==> config.mk <==
export PLATFORM = sky130hd
export DESIGN_NAME = ple_cell
export DESIGN_NICKNAME = d
export VERILOG_FILES = /design/src/rtl/core/ple_pkg.sv /design/src/rtl/core/ple_cell.sv
export SDC_FILE = /design/constraint.sdc
export NUM_CORES = 1
export LEC_CHECK = 0
export ABC_AREA = 1
export BUFFER_PORTS_ARGS = -buffer_cell sky130_fd_sc_hd__buf_2
export CORE_ASPECT_RATIO = 0.9
export CORE_MARGIN = 8
export CORE_UTILIZATION = 50
export DETAILED_ROUTE_END_ITERATION = 7
export PLACE_DENSITY = 0.86
export SETUP_SLACK_MARGIN = 0.2
export SYNTH_ARGS = -nofsm -noshare
export SYNTH_HDL_FRONTEND = slang
export SYNTH_SLANG_ARGS = --single-unit
==> constraint.sdc <==
create_clock -name clk -period 4.75 [get_ports clk]
set_input_delay 0.475 -clock clk [delete_from_list [all_inputs] [get_ports clk]]
set_output_delay 0.475 -clock clk [all_outputs]
set_load 0.02 [all_outputs]
==> src/rtl/core/ple_pkg.sv <==
// ----------------------------------------------------------------------------
// ple_pkg
// Shared types, sizes and codes of the positional list engine.
// ----------------------------------------------------------------------------
package ple_pkg;

  localparam int LIST_DEPTH = 64;
  localparam int DATA_W     = 32;
  localparam int IDX_W      = $clog2(LIST_DEPTH);
  localparam int CNT_W      = IDX_W + 1;
  localparam int POS_W      = 7;
  localparam int FUNC_W     = 2;
  localparam int STS_W      = 2;

  localparam int GRP_SIZE   = 8;
  localparam int GRP_CNT    = LIST_DEPTH / GRP_SIZE;
  localparam int GRP_W      = $clog2(GRP_SIZE);
  localparam int GSEL_W     = IDX_W - GRP_W;

  localparam logic [FUNC_W-1:0] FUNC_INSERT = 2'd0;
  localparam logic [FUNC_W-1:0] FUNC_DELETE = 2'd1;
  localparam logic [FUNC_W-1:0] FUNC_GET    = 2'd2;
  localparam logic [FUNC_W-1:0] FUNC_LOCATE = 2'd3;

  localparam logic [STS_W-1:0] STS_OK    = 2'd0;
  localparam logic [STS_W-1:0] STS_FULL  = 2'd1;
  localparam logic [STS_W-1:0] STS_EMPTY = 2'd2;
  localparam logic [STS_W-1:0] STS_RANGE = 2'd3;

  typedef logic [DATA_W-1:0] data_t;

  typedef struct packed {
    logic             exec;
    logic             do_ins;
    logic             do_del;
    logic             rd_sel;
    logic             is_loc;
    logic [IDX_W-1:0] pos_idx;
    logic [CNT_W-1:0] count;
    data_t            value;
  } cell_cmd_t;

endpackage

==> src/rtl/core/ple_cell.sv <==
// ----------------------------------------------------------------------------
// ple_cell
// One list slot: shifts with its neighbors, flags a match, offers its word.
// ----------------------------------------------------------------------------
module ple_cell
  import ple_pkg::*;
(
  input  logic             clk,
  input  logic [IDX_W-1:0] idx,
  input  cell_cmd_t        cmd,
  input  data_t            left_val,
  input  data_t            right_val,
  output data_t            entry_r,
  output logic             hit_r,
  output data_t            data_r
);

  data_t entry_nxt;
  logic  at_pos;
  logic  past_pos;

  assign at_pos   = (idx == cmd.pos_idx);
  assign past_pos = (idx > cmd.pos_idx);

  always_comb begin
    entry_nxt = entry_r;
    if (cmd.exec && cmd.do_ins) begin
      if (at_pos) begin
        entry_nxt = cmd.value;
      end else if (past_pos) begin
        entry_nxt = left_val;
      end
    end else if (cmd.exec && cmd.do_del) begin
      if (at_pos || past_pos) begin
        entry_nxt = right_val;
      end
    end
  end

  always_ff @(posedge clk) begin
    entry_r <= entry_nxt;
    if (cmd.exec) begin
      hit_r  <= cmd.is_loc && ({1'b0, idx} < cmd.count) && (entry_r == cmd.value);
      data_r <= (cmd.rd_sel && at_pos) ? entry_r : '0;
    end
  end

endmodule

**Word level (Yosys, flattened, before mapping)**

Cells that the tools add are included.

- Memories kept: 0
- RAM bits: 0
- Memory bits (read-only): 0
- Output and inout port bits: 65
- Flip-flop bits (word level): 65
- Latch bits: 0
- Bits of input ports: 121

- Shift operators: 0
- Add/sub/neg operators: 0
- Magnitude comparators: 2
- Reductions and logical operators: 9
- Mux-type cells: 5
- Equality and inequality tests: 3
- Divide/modulo/power cells: 0
- $mul: 0
- Bitwise logic cells: 0

Operators with widths:

| operator | count |
|---|---|
| 2-to-1 mux 32 bit | 5 |
| equality test 32 bit | 1 |
| less-than comparator 6 x 7 -> 1 bit | 1 |
| equality test 6 bit | 1 |
| greater-than comparator 6 bit | 1 |
| logical AND 1 bit | 5 |
| nonzero test 2 bit | 2 |
| != test 3 bit, second input constant | 1 |
| AND reduction 3 bit | 1 |
| logical OR 1 bit | 1 |

**Longest topological paths before layout**

Gate-level depths: netlist (run 1).

- Depth in word-level cells: 5
- Gate-level depth with buffers: 9
- Depth with buffers taken out: 9

**Worst setup path before layout (run 1)**

Ideal clock, no wire load.

- Kind: input -> register
- Start point: in cmd[44] in the netlist's numbering
- End point: reg entry_r[0], enable pin
- Stages on the path: 9
- Setup slack: 2339 ps
- Arrival: 2025 ps
- Setup time: 387 ps
- Cells stage by stage: inv_1 -> ha_1 -> nand2_1 -> nor2_2 -> nand3_2 -> clkinv_4 -> buf_6 -> o21ai_1 -> inv_1

- Word-level cells in the longest chain between the ends: 4

RTL lines:

| item | RTL line | text |
|---|---|---|
| start: declaration | ple_cell.sv:10 | `input cell_cmd_t cmd,` |
| greater-than comparator 6 bit or equality test 6 bit (tied branches) | ple_cell.sv:23, ple_cell.sv:22 |  |
| logical OR 1 bit | ple_cell.sv:34 | `if (at_pos \|\| past_pos) begin` |
| nonzero test 2 bit (no source line) | - |  |
| AND reduction 3 bit (no source line) * | - |  |
| end signal: assignment | ple_cell.sv:41 | `entry_r <= entry_nxt;` |
| end: declaration | ple_cell.sv:13 | `output data_t entry_r,` |

Every way passes the cells marked *; elsewhere a longest branch is shown, timed or not.
A chain may end at the register's enable or synchronous reset.

**Final worst setup path (run 1)**

- Start point: in idx[5]
- End point: reg entry_r[25], enable pin

- Word-level cells in the longest chain between the ends: 4

RTL lines:

| item | RTL line | text |
|---|---|---|
| start: declaration | ple_cell.sv:9 | `input logic [IDX_W-1:0] idx,` |
| greater-than comparator 6 bit or equality test 6 bit (tied branches) | ple_cell.sv:23, ple_cell.sv:22 |  |
| logical OR 1 bit | ple_cell.sv:34 |  |
| nonzero test 2 bit (no source line) | - |  |
| AND reduction 3 bit (no source line) * | - |  |

Marks and branches as above.

==> qor.yml, run 1 <==
run_status: "completed"
cp.depth: 9
holdBufCountCts: 0
post-cts-setup-buffers: 0
syn-cell-area_um2: 3700
place_area_um2: 4670
overflow: 0
use_met3: 0.0736
die_h_um: 97.6
synth_fp_nets: 583
initial_core_util: 0.521
numCtsBuffers: 9
rows: 29
crit_slowest_cell: "nand3_2"
maxSlewHeadroom: 0.403
tns_ps: 0
yosys_warnings: 0
vias_per_cell: 5.08
synth.avg_cell_area_um2: 8.21
clock-root-buffer: "clkbuf_8"
gr-usage-met1: 0.260
cts_tree: "yes"
drtAntennaViolNets: 0
ctsResizeCount: 0
worst-r2r-cell-count: 8
worst_hold_path_type: "in2reg"
finClkSkew_ps: 6.97
yosys.area.top_type_share: 0.527
netlist_instances: 451
routabilityCongestion: 0.814
synth_seq_area_share: 0.527
num_antenna_cells: 0
first_pass_iters: 5
cp-start-kind: "input port"
cts_max_level: 3
p_total_mw: 1.39
cellLeakagePower_nw: 2.50
path_delay_family: "buffers and inverters"
vias: 3715
timing.rr.end: "hit_r$_DFFE_PP_"
wl_per_cell_um: 16.5
final_core_util: 0.678
r2r_setup_slack_ps: 3490
crit_path_start: "idx[5]"
wl_um: 12100
worst_pin_slew_ps: 896
yosysTopAreaCell: "edfxtp_1"
ir_drop_uv: 188
track_usage: 0.226
slowest_delay_ps: 580
final-max-slew-violation-count: 0
core-area_um2: 7110
cp.arrival_ps: 2830
antenna_found_initial: 0
hold_viol_final: 0
clock_sinks: 65
fillCellCount: 633
setup_viol: 0
timing.final.ws_setup_ps: 1900
cap_violations: 0
drc: 0
areaGrowthSynthToFinish_pct: 30.1
grt_max_degree: 36
reg2reg_from: "entry_r[22]$_DFFE_PP_"
clk_path_buf_depth: 2
grt_pass1_wl_um: 18800
finalNonFillerCells: 731
synth-seq-cells: 65
end_kind: "flop"
die_area_um2: 10400
cp.buffers_inverters: 4
drt_iter0_drc: 190
fin_crit_sh: 0.601
grtUsageMet2: 0.380
synth.distinct_cells: 22
cp_max_fo: 34
clock.fmax_mhz: 350
cts.clk_slew.worst_paths_ps: 70
required_ps: 4730
grt_pass1_vias: 3801
finalNetCount: 766
clock_latency_ps: 330
critPathKind: "in2reg"
gr-max-usage-layer: "met2"
pre_cts_ws_ps: 1610
die_x_um: 107
num_io_pins: 186
drive_gt1_frac: 0.317
hold_ws_ps: 465
crit_end: "entry_r[25]$_DFFE_PP_"
fin_area_um2: 4820
dp_hpwl_um: 9190
period_needed_ps: 2850
port_buffers: 185
rsz0062_at_grt: "no"
synthTopCellsByArea: "edfxtp_1, nand2_1, a21oi_1, nor2_1, inv_1"
power_density_nw_per_um2: 289
dp_cells: 716
crit_chain: "buf_2 -> ha_1 -> nand2_1 -> nor2_2 -> nand3_2 -> clkinv_4 -> o21ai_1 -> inv_1 -> buf_4"
[Yosys cell counts]
| master | instances |
|---|---|
| a21oi_1 | 67 |
| buf_1 | 1 |
| buf_2 | 4 |
| buf_4 | 2 |
| buf_6 | 3 |
| clkbuf_1 | 5 |
| clkinv_4 | 1 |
| edfxtp_1 | 65 |
| ha_1 | 11 |
| inv_1 | 68 |
| inv_2 | 1 |
| nand2_1 | 111 |
| nand2_4 | 1 |
| nand3_1 | 4 |
| nand3_2 | 1 |
| nor2_1 | 88 |
| nor2_2 | 1 |
| o211ai_1 | 1 |
| o21ai_0 | 5 |
| o21ai_1 | 1 |
| xnor2_1 | 3 |
| xor2_1 | 7 |
[kinds of logic after synthesis]
group | share of synthesized area
DFF | 0.527
buffers and inverters | 0.0970
AOI/OAI and AO/OA | 0.101
xor gates and xnor gates | 0.0237
adders and majority gates | 0.0372
and+or+nand+nor | 0.215
[worst register-to-register path: cells and delay by family, from the launching register on]
kind                   cells  cell delay, ps
and+or+nand+nor            7             660
DFF                        1             380
buffers and inverters      1              80
[per-layer routing]
| layer | up-vias | wire length, um |
|---|---|---|
| met5 | - | 0 |
| met4 | 0 | 288 |
| met3 | 26 | 1350 |
| met2 | 219 | 5860 |
| met1 | 1674 | 4580 |
| li1 | 1796 | - |
[worst min-delay path by stage]
stage,from,endpoint,cells after the start
final,right_val[7],entry_r[7]$_DFFE_PP_,3
after global routing,right_val[1],entry_r[1]$_DFFE_PP_,3
after CTS,right_val[0],entry_r[0]$_DFFE_PP_,3
after detailed placement,entry_r[17]$_DFFE_PP_,data_r[17]$_SDFFCE_PN0P_,2
after global placement,entry_r[10]$_DFFE_PP_,data_r[10]$_SDFFCE_PN0P_,2
after floorplan,cmd[49],data_r[0]$_SDFFCE_PN0P_,0
[layout by cell type, fill, tap and decap left out, drive strengths merged]
master / count
buf: 187
nand2: 112
nor2: 89
inv: 69
a21oi: 67
edfxtp: 65
ha: 11
clkbuf: 9
xor2: 7
o21ai: 6
clkinv: 6
nand3: 5
xnor2: 3
o211ai: 1
clkinvlp: 1
[where the power goes]
part           switching [mW]  total [mW]  leakage, nW  internal, mW
clock                   0.200       0.377       0.0727         0.177
sequential             0.0269       0.707        0.656         0.680
combinational           0.196       0.308         1.77         0.112
[area by class of cell]
cell class / count / area, um2 / share of cell area
flip-flops and latches: 65 / 1950 / 0.405
well taps: 93 / 116 / 0.0241
repair buffers: 187 / 941 / 0.195
multi-input cells: 301 / 1390 / 0.289
clock inverters: 6 / 26.3 / 0.00545
clock buffers: 9 / 124 / 0.0257
inverters: 70 / 268 / 0.0556
[registers in the layout, summed over array words and instances (netlist names)]
register,cells
data_r,32
entry_r,32
hit_r,1
Note: power is estimated with default switching activity, not from simulation.
==> run 2: changes to the inputs <==
--- a/config.mk
+++ b/config.mk
@@ -9,9 +9,9 @@
 export BUFFER_PORTS_ARGS = -buffer_cell sky130_fd_sc_hd__buf_2
 export CORE_ASPECT_RATIO = 0.9
 export CORE_MARGIN = 8
-export CORE_UTILIZATION = 50
+export CORE_UTILIZATION = 42
 export DETAILED_ROUTE_END_ITERATION = 7
-export PLACE_DENSITY = 0.86
+export PLACE_DENSITY = 0.77
 export SETUP_SLACK_MARGIN = 0.2
 export SYNTH_ARGS = -nofsm -noshare
 export SYNTH_HDL_FRONTEND = slang
==> constraint.sdc (replaced) <==
create_clock -name clk -period 2.4 [get_ports clk]
set_input_delay 0.24 -clock clk [delete_from_list [all_inputs] [get_ports clk]]
set_output_delay 0.24 -clock clk [all_outputs]
set_load 0.02 [all_outputs]
==> qor.yml, run 2 (same netlist as run 1, synthesis figures left out) <==
pwr-share-comb: 0.212
drc: 0
wl_per_cell_um: 16.3
drive_gt1_frac: 0.328
vias: 3663
top_layer_used: "met4"
worst_hold_path_type: "in2reg"
maxSlewHeadroom: 0.596
rsz0062_at_grt: "no"
worst_pin_slew_ps: 605
worst_hold_path.endpoint: "entry_r[26]$_DFFE_PP_"
hp-start: "right_val[26]"
p_total_mw: 2.92
ir_drop_uv: 365
cap_violations: 0
port_buffers: 185
finalNetCount: 771
clock_sinks: 65
routabilityCongestion: 0.857
post-cts-setup-buffers: 0
fin_crit_sh: 0.657
core-area_um2: 8570
cellLeakagePower_nw: 2.54
final_common_cell: "buf_2"
clock.fmax_mhz: 634
ctsResizeCount: 0
cts_max_level: 3
period_needed_ps: 1580
wl_um: 12500
cp_max_fo: 21
met3_wirelength_um: 1090
hold_viol_final: 0
final_core_util: 0.575
power_density_nw_per_um2: 593
grt_pass1_wl_um: 19400
worst-r2r-cell-count: 6
end_kind: "flop"
setup_viol: 0
grt_max_degree: 34
clock_latency_ps: 330
tns_ps: 0
fillCellCount: 838
r2r_setup_slack_ps: 1100
die_x_um: 115
rows: 32
areaGrowthSynthToFinish_pct: 33.0
p_seq_frac: 0.479
min_path_cells: 3
antenna_found_initial: 0
cp-start-kind: "input port"
first_pass_iters: 5
dp_hpwl_um: 9630
drtAntennaViolNets: 0
clkPwrFrac: 0.309
required_ps: 2550
num_antenna_cells: 0
numCtsBuffers: 9
dp_cells: 747
layout_common_cells: "buf_2, nand2_1, nor2_1, inv_1, a21oi_1"
final-max-slew-violation-count: 0
wl_met2_um: 6150
cts_tree: "yes"
critPathKind: "in2reg"
cellInternalPower_mw: 2.04
num_io_pins: 186
cp.arrival_ps: 1730
drt_iter0_drc: 294
p_switching_mw: 0.876
overflow: 0
timing.rr.end: "hit_r$_DFFE_PP_"
vias_per_cell: 4.80
track_usage: 0.204
cts.clk_slew.worst_paths_ps: 70
finalNonFillerCells: 763
reg2reg_from: "entry_r[18]$_DFFE_PP_"
drt-met1-wl_um: 5050
initial_core_util: 0.432
switching_share: 0.300
clk_path_buf_depth: 2
holdBufCountCts: 0
die_area_um2: 12100
finClkSkew_ps: 7.44
clock-root-buffer: "clkbuf_8"
run_status: "completed"
die_h_um: 105
top_regs: "data_r (32), entry_r (32), hit_r (1)"
grt_pass1_vias: 3970
## run 2: area by class of cell
cell class | instances | area, um2 | share of cell area
Sequential cell | 65 | 1950 | 0.396
Multi-Input combinational cell | 301 | 1390 | 0.283
Clock inverter | 6 | 58.8 | 0.0119
Clock buffer | 10 | 128 | 0.0259
Timing Repair Buffer | 192 | 978 | 0.199
Inverter | 70 | 268 | 0.0544
Tap cell | 119 | 149 | 0.0302
## run 2: power groups by stage
stage / clock network [mW] / logic [mW] / registers (mW)
6_report: 0.902 / 0.618 / 1.40
5_1_grt: 0.970 / 0.687 / 1.41
4_1_cts: 0.917 / 0.623 / 1.40
3_5_place_dp: 0 / 0.619 / 1.42
3_3_place_gp: 0 / 0.600 / 1.42
2_1_floorplan: 0 / 0.228 / 1.52
## run 2: critical path, cell delays in order
cell      delay (ps)
buf_2             90
inv_1             40
ha_1             280
nand2_1           90
nor2_2           140
nand3_2          110
clkinv_4         130
buf_4            300
nand2_1           80
a21oi_1          210
## run 2: worst max-delay path by stage
stage                        from  slack [ps]  cells past startpoint               endpoint
final                     cmd[44]         820                     10  entry_r[16]$_DFFE_PP_
after global routing      cmd[44]         730                     10  entry_r[16]$_DFFE_PP_
after detailed placement  cmd[44]         530                     10  entry_r[16]$_DFFE_PP_
after floorplan           cmd[44]         220                      9   entry_r[0]$_DFFE_PP_
after global placement     idx[5]         600                      9   entry_r[6]$_DFFE_PP_
after CTS                 cmd[44]         880                     10  entry_r[16]$_DFFE_PP_
## run 2: metrics by stage
step,worst slack (ps),hold WS (ps),instance area [um2]
2_1_floorplan,224,352,3700
3_3_place_gp,596,560,4740
3_5_place_dp,535,565,4740
4_1_cts,880,209,4930
5_1_grt,729,226,4930
6_report,824,227,4930
## run 2: layer usage
layer,vias up,track usage
li1,1810,-
met1,1666,0.235
met4,0,0.0703
met3,18,0.0593
met5,-,0
met2,169,0.353
==> run 3: changes to the inputs <==
==> constraint.sdc (replaced) <==
create_clock -name clk -period 1.4 [get_ports clk]
set_input_delay 0.14 -clock clk [delete_from_list [all_inputs] [get_ports clk]]
set_output_delay 0.14 -clock clk [all_outputs]
set_load 0.02 [all_outputs]
==> qor.yml, run 3 (same netlist as run 1, synthesis figures left out) <==
cap_violations: 0
end_kind: "flop"
clk_path_buf_depth: 2
crit_slowest_cell: "ha_4"
maxSlewHeadroom: 0.572
die_area_um2: 12100
rows: 32
initial_core_util: 0.432
final-max-slew-violation-count: 0
slowest_delay_ps: 250
power_density_nw_per_um2: 950
wl_um: 13800
drtAntennaViolNets: 0
antenna_found_initial: 1
worst_hold_path_type: "in2reg"
first_pass_iters: 4
run_status: "finished with violations"
clock-root-buffer: "clkbuf_8"
vias_per_cell: 4.98
wl_per_cell_um: 17.5
clock.fmax_mhz: 696
violations: "setup timing"
min_path_cells: 1
fin_crit_sh: 1.03
numCtsBuffers: 9
holdBufCountCts: 0
clock_sinks: 65
cp-start-kind: "input port"
period_needed_ps: 1440
crit_chain: "buf_8 -> ha_4 -> a21oi_2 -> o211ai_1 -> o21ai_4 -> clkinvlp_4 -> buf_12 -> clkbuf_16"
top_regs: "data_r (32), entry_r (32), hit_r (1)"
routabilityCongestion: 0.945
hold_viol_final: 0
areaGrowthSynthToFinish_pct: 50.5
setup_viol: 21
timing.final.ws_setup_ps: -37.0
final_common_cell: "buf_2"
cts.clk_slew.worst_paths_ps: 70
grt_max_degree: 33
grt_pass1_wl_um: 20700
clock_latency_ps: 340
critPathKind: "in2reg"
port_buffers: 185
ir_drop_uv: 635
num_io_pins: 186
required_ps: 1500
grt_pass1_vias: 4188
rsz0062_at_grt: "yes"
finClkSkew_ps: 7.98
cts_tree: "yes"
track_usage: 0.220
finalNetCount: 797
worst_pin_slew_ps: 641
die_h_um: 105
worst-r2r-cell-count: 6
cp.arrival_ps: 1540
cellLeakagePower_nw: 2.77
drc: 0
overflow: 0
vias: 3934
core-area_um2: 8570
cp_max_fo: 5
cts_max_level: 3
layout_common_cells: "buf_2, nand2_1, nor2_1, edfxtp_1, a21oi_1"
dp_hpwl_um: 10500
p_total_mw: 5.30
die_x_um: 115
drt_iter0_drc: 251
pre_cts_ws_ps: -378
drive_gt1_frac: 0.394
-- run 3: cell count changes in the layout (fill, tap and decap cells not counted), moves of 7 or more --
cell | before | now
buf_2 | 185 | 174
buf_4 | 7 | 14
buf_12 | 0 | 7
inv_1 | 68 | 60
buf_6 | 0 | 15
-- run 3: routing by layer --
metal	GRT usage	wire length (um)	vias up
met4	0.0862	354	0
met3	0.0731	1330	29
met2	0.392	6980	184
met1	0.233	5130	1857
li1	-	-	1864
met5	0	0	-
-- run 3: timing repair --
action / CTS / global route
endpoints found under the setup margin: 96 / 98
pin swaps: 11 / 9
buffers inserted: 4 / 3
cloned: 3 / 1
gates resized for setup: 35 / 22
-- run 3: per-stage QoR --
| step | area (um2) | hold WS, ps | utilization | cells | setup TNS (ps) |
|---|---|---|---|---|---|
| after floorplan | 3820 | 252 | - | 451 | -13100 |
| after global placement | 5020 | 434 | 0.586 | 762 | -22280 |
| after detailed placement | 5020 | 430 | 0.586 | 762 | -29410 |
| after CTS | 5450 | 73.8 | 0.636 | 785 | 0 |
| after global routing | 5580 | 84.3 | 0.651 | 790 | -184 |
| final | 5580 | 86.9 | 0.651 | 790 | -364 |
-- run 3: layout make-up --
cell class	count	area [um2]
diodes	1	2.50
clock buffers	10	128
clock inverters	6	58.8
fillers	737	2990
inverters	70	307
multi-input cells	301	1530
flip-flops and latches	65	1950
well taps	119	149
repair buffers	218	1450
-- run 3: power breakdown --
part           leakage (nW)  switching (mW)  internal, mW  total (mW)
clock                0.0897           0.722         0.810        1.53
combinational          2.03           0.779         0.585        1.36
sequential            0.656          0.0929          2.31        2.40
total                  2.77            1.59          3.70        5.30
-- run 3: path summary, 6_finish.rpt --
kind / from / end / slack (ps)
setup / recovery: idx[5] / entry_r[20]$_DFFE_PP_ / -40
hold / removal: cmd[49] / data_r[0]$_SDFFCE_PN0P_ / 90
setup reg to reg: entry_r[26]$_DFFE_PP_ / hit_r$_DFFE_PP_ / 80
hold reg to reg: entry_r[2]$_DFFE_PP_ / data_r[2]$_SDFFCE_PN0P_ / 620
-- run 3: critical path: cells and delay by family --
family                   cells  cell delay (ps)
buffers and inverters        4              550
adder cells (fa/ha/maj)      1              250
AO/OA/AOI/OAI                3              580
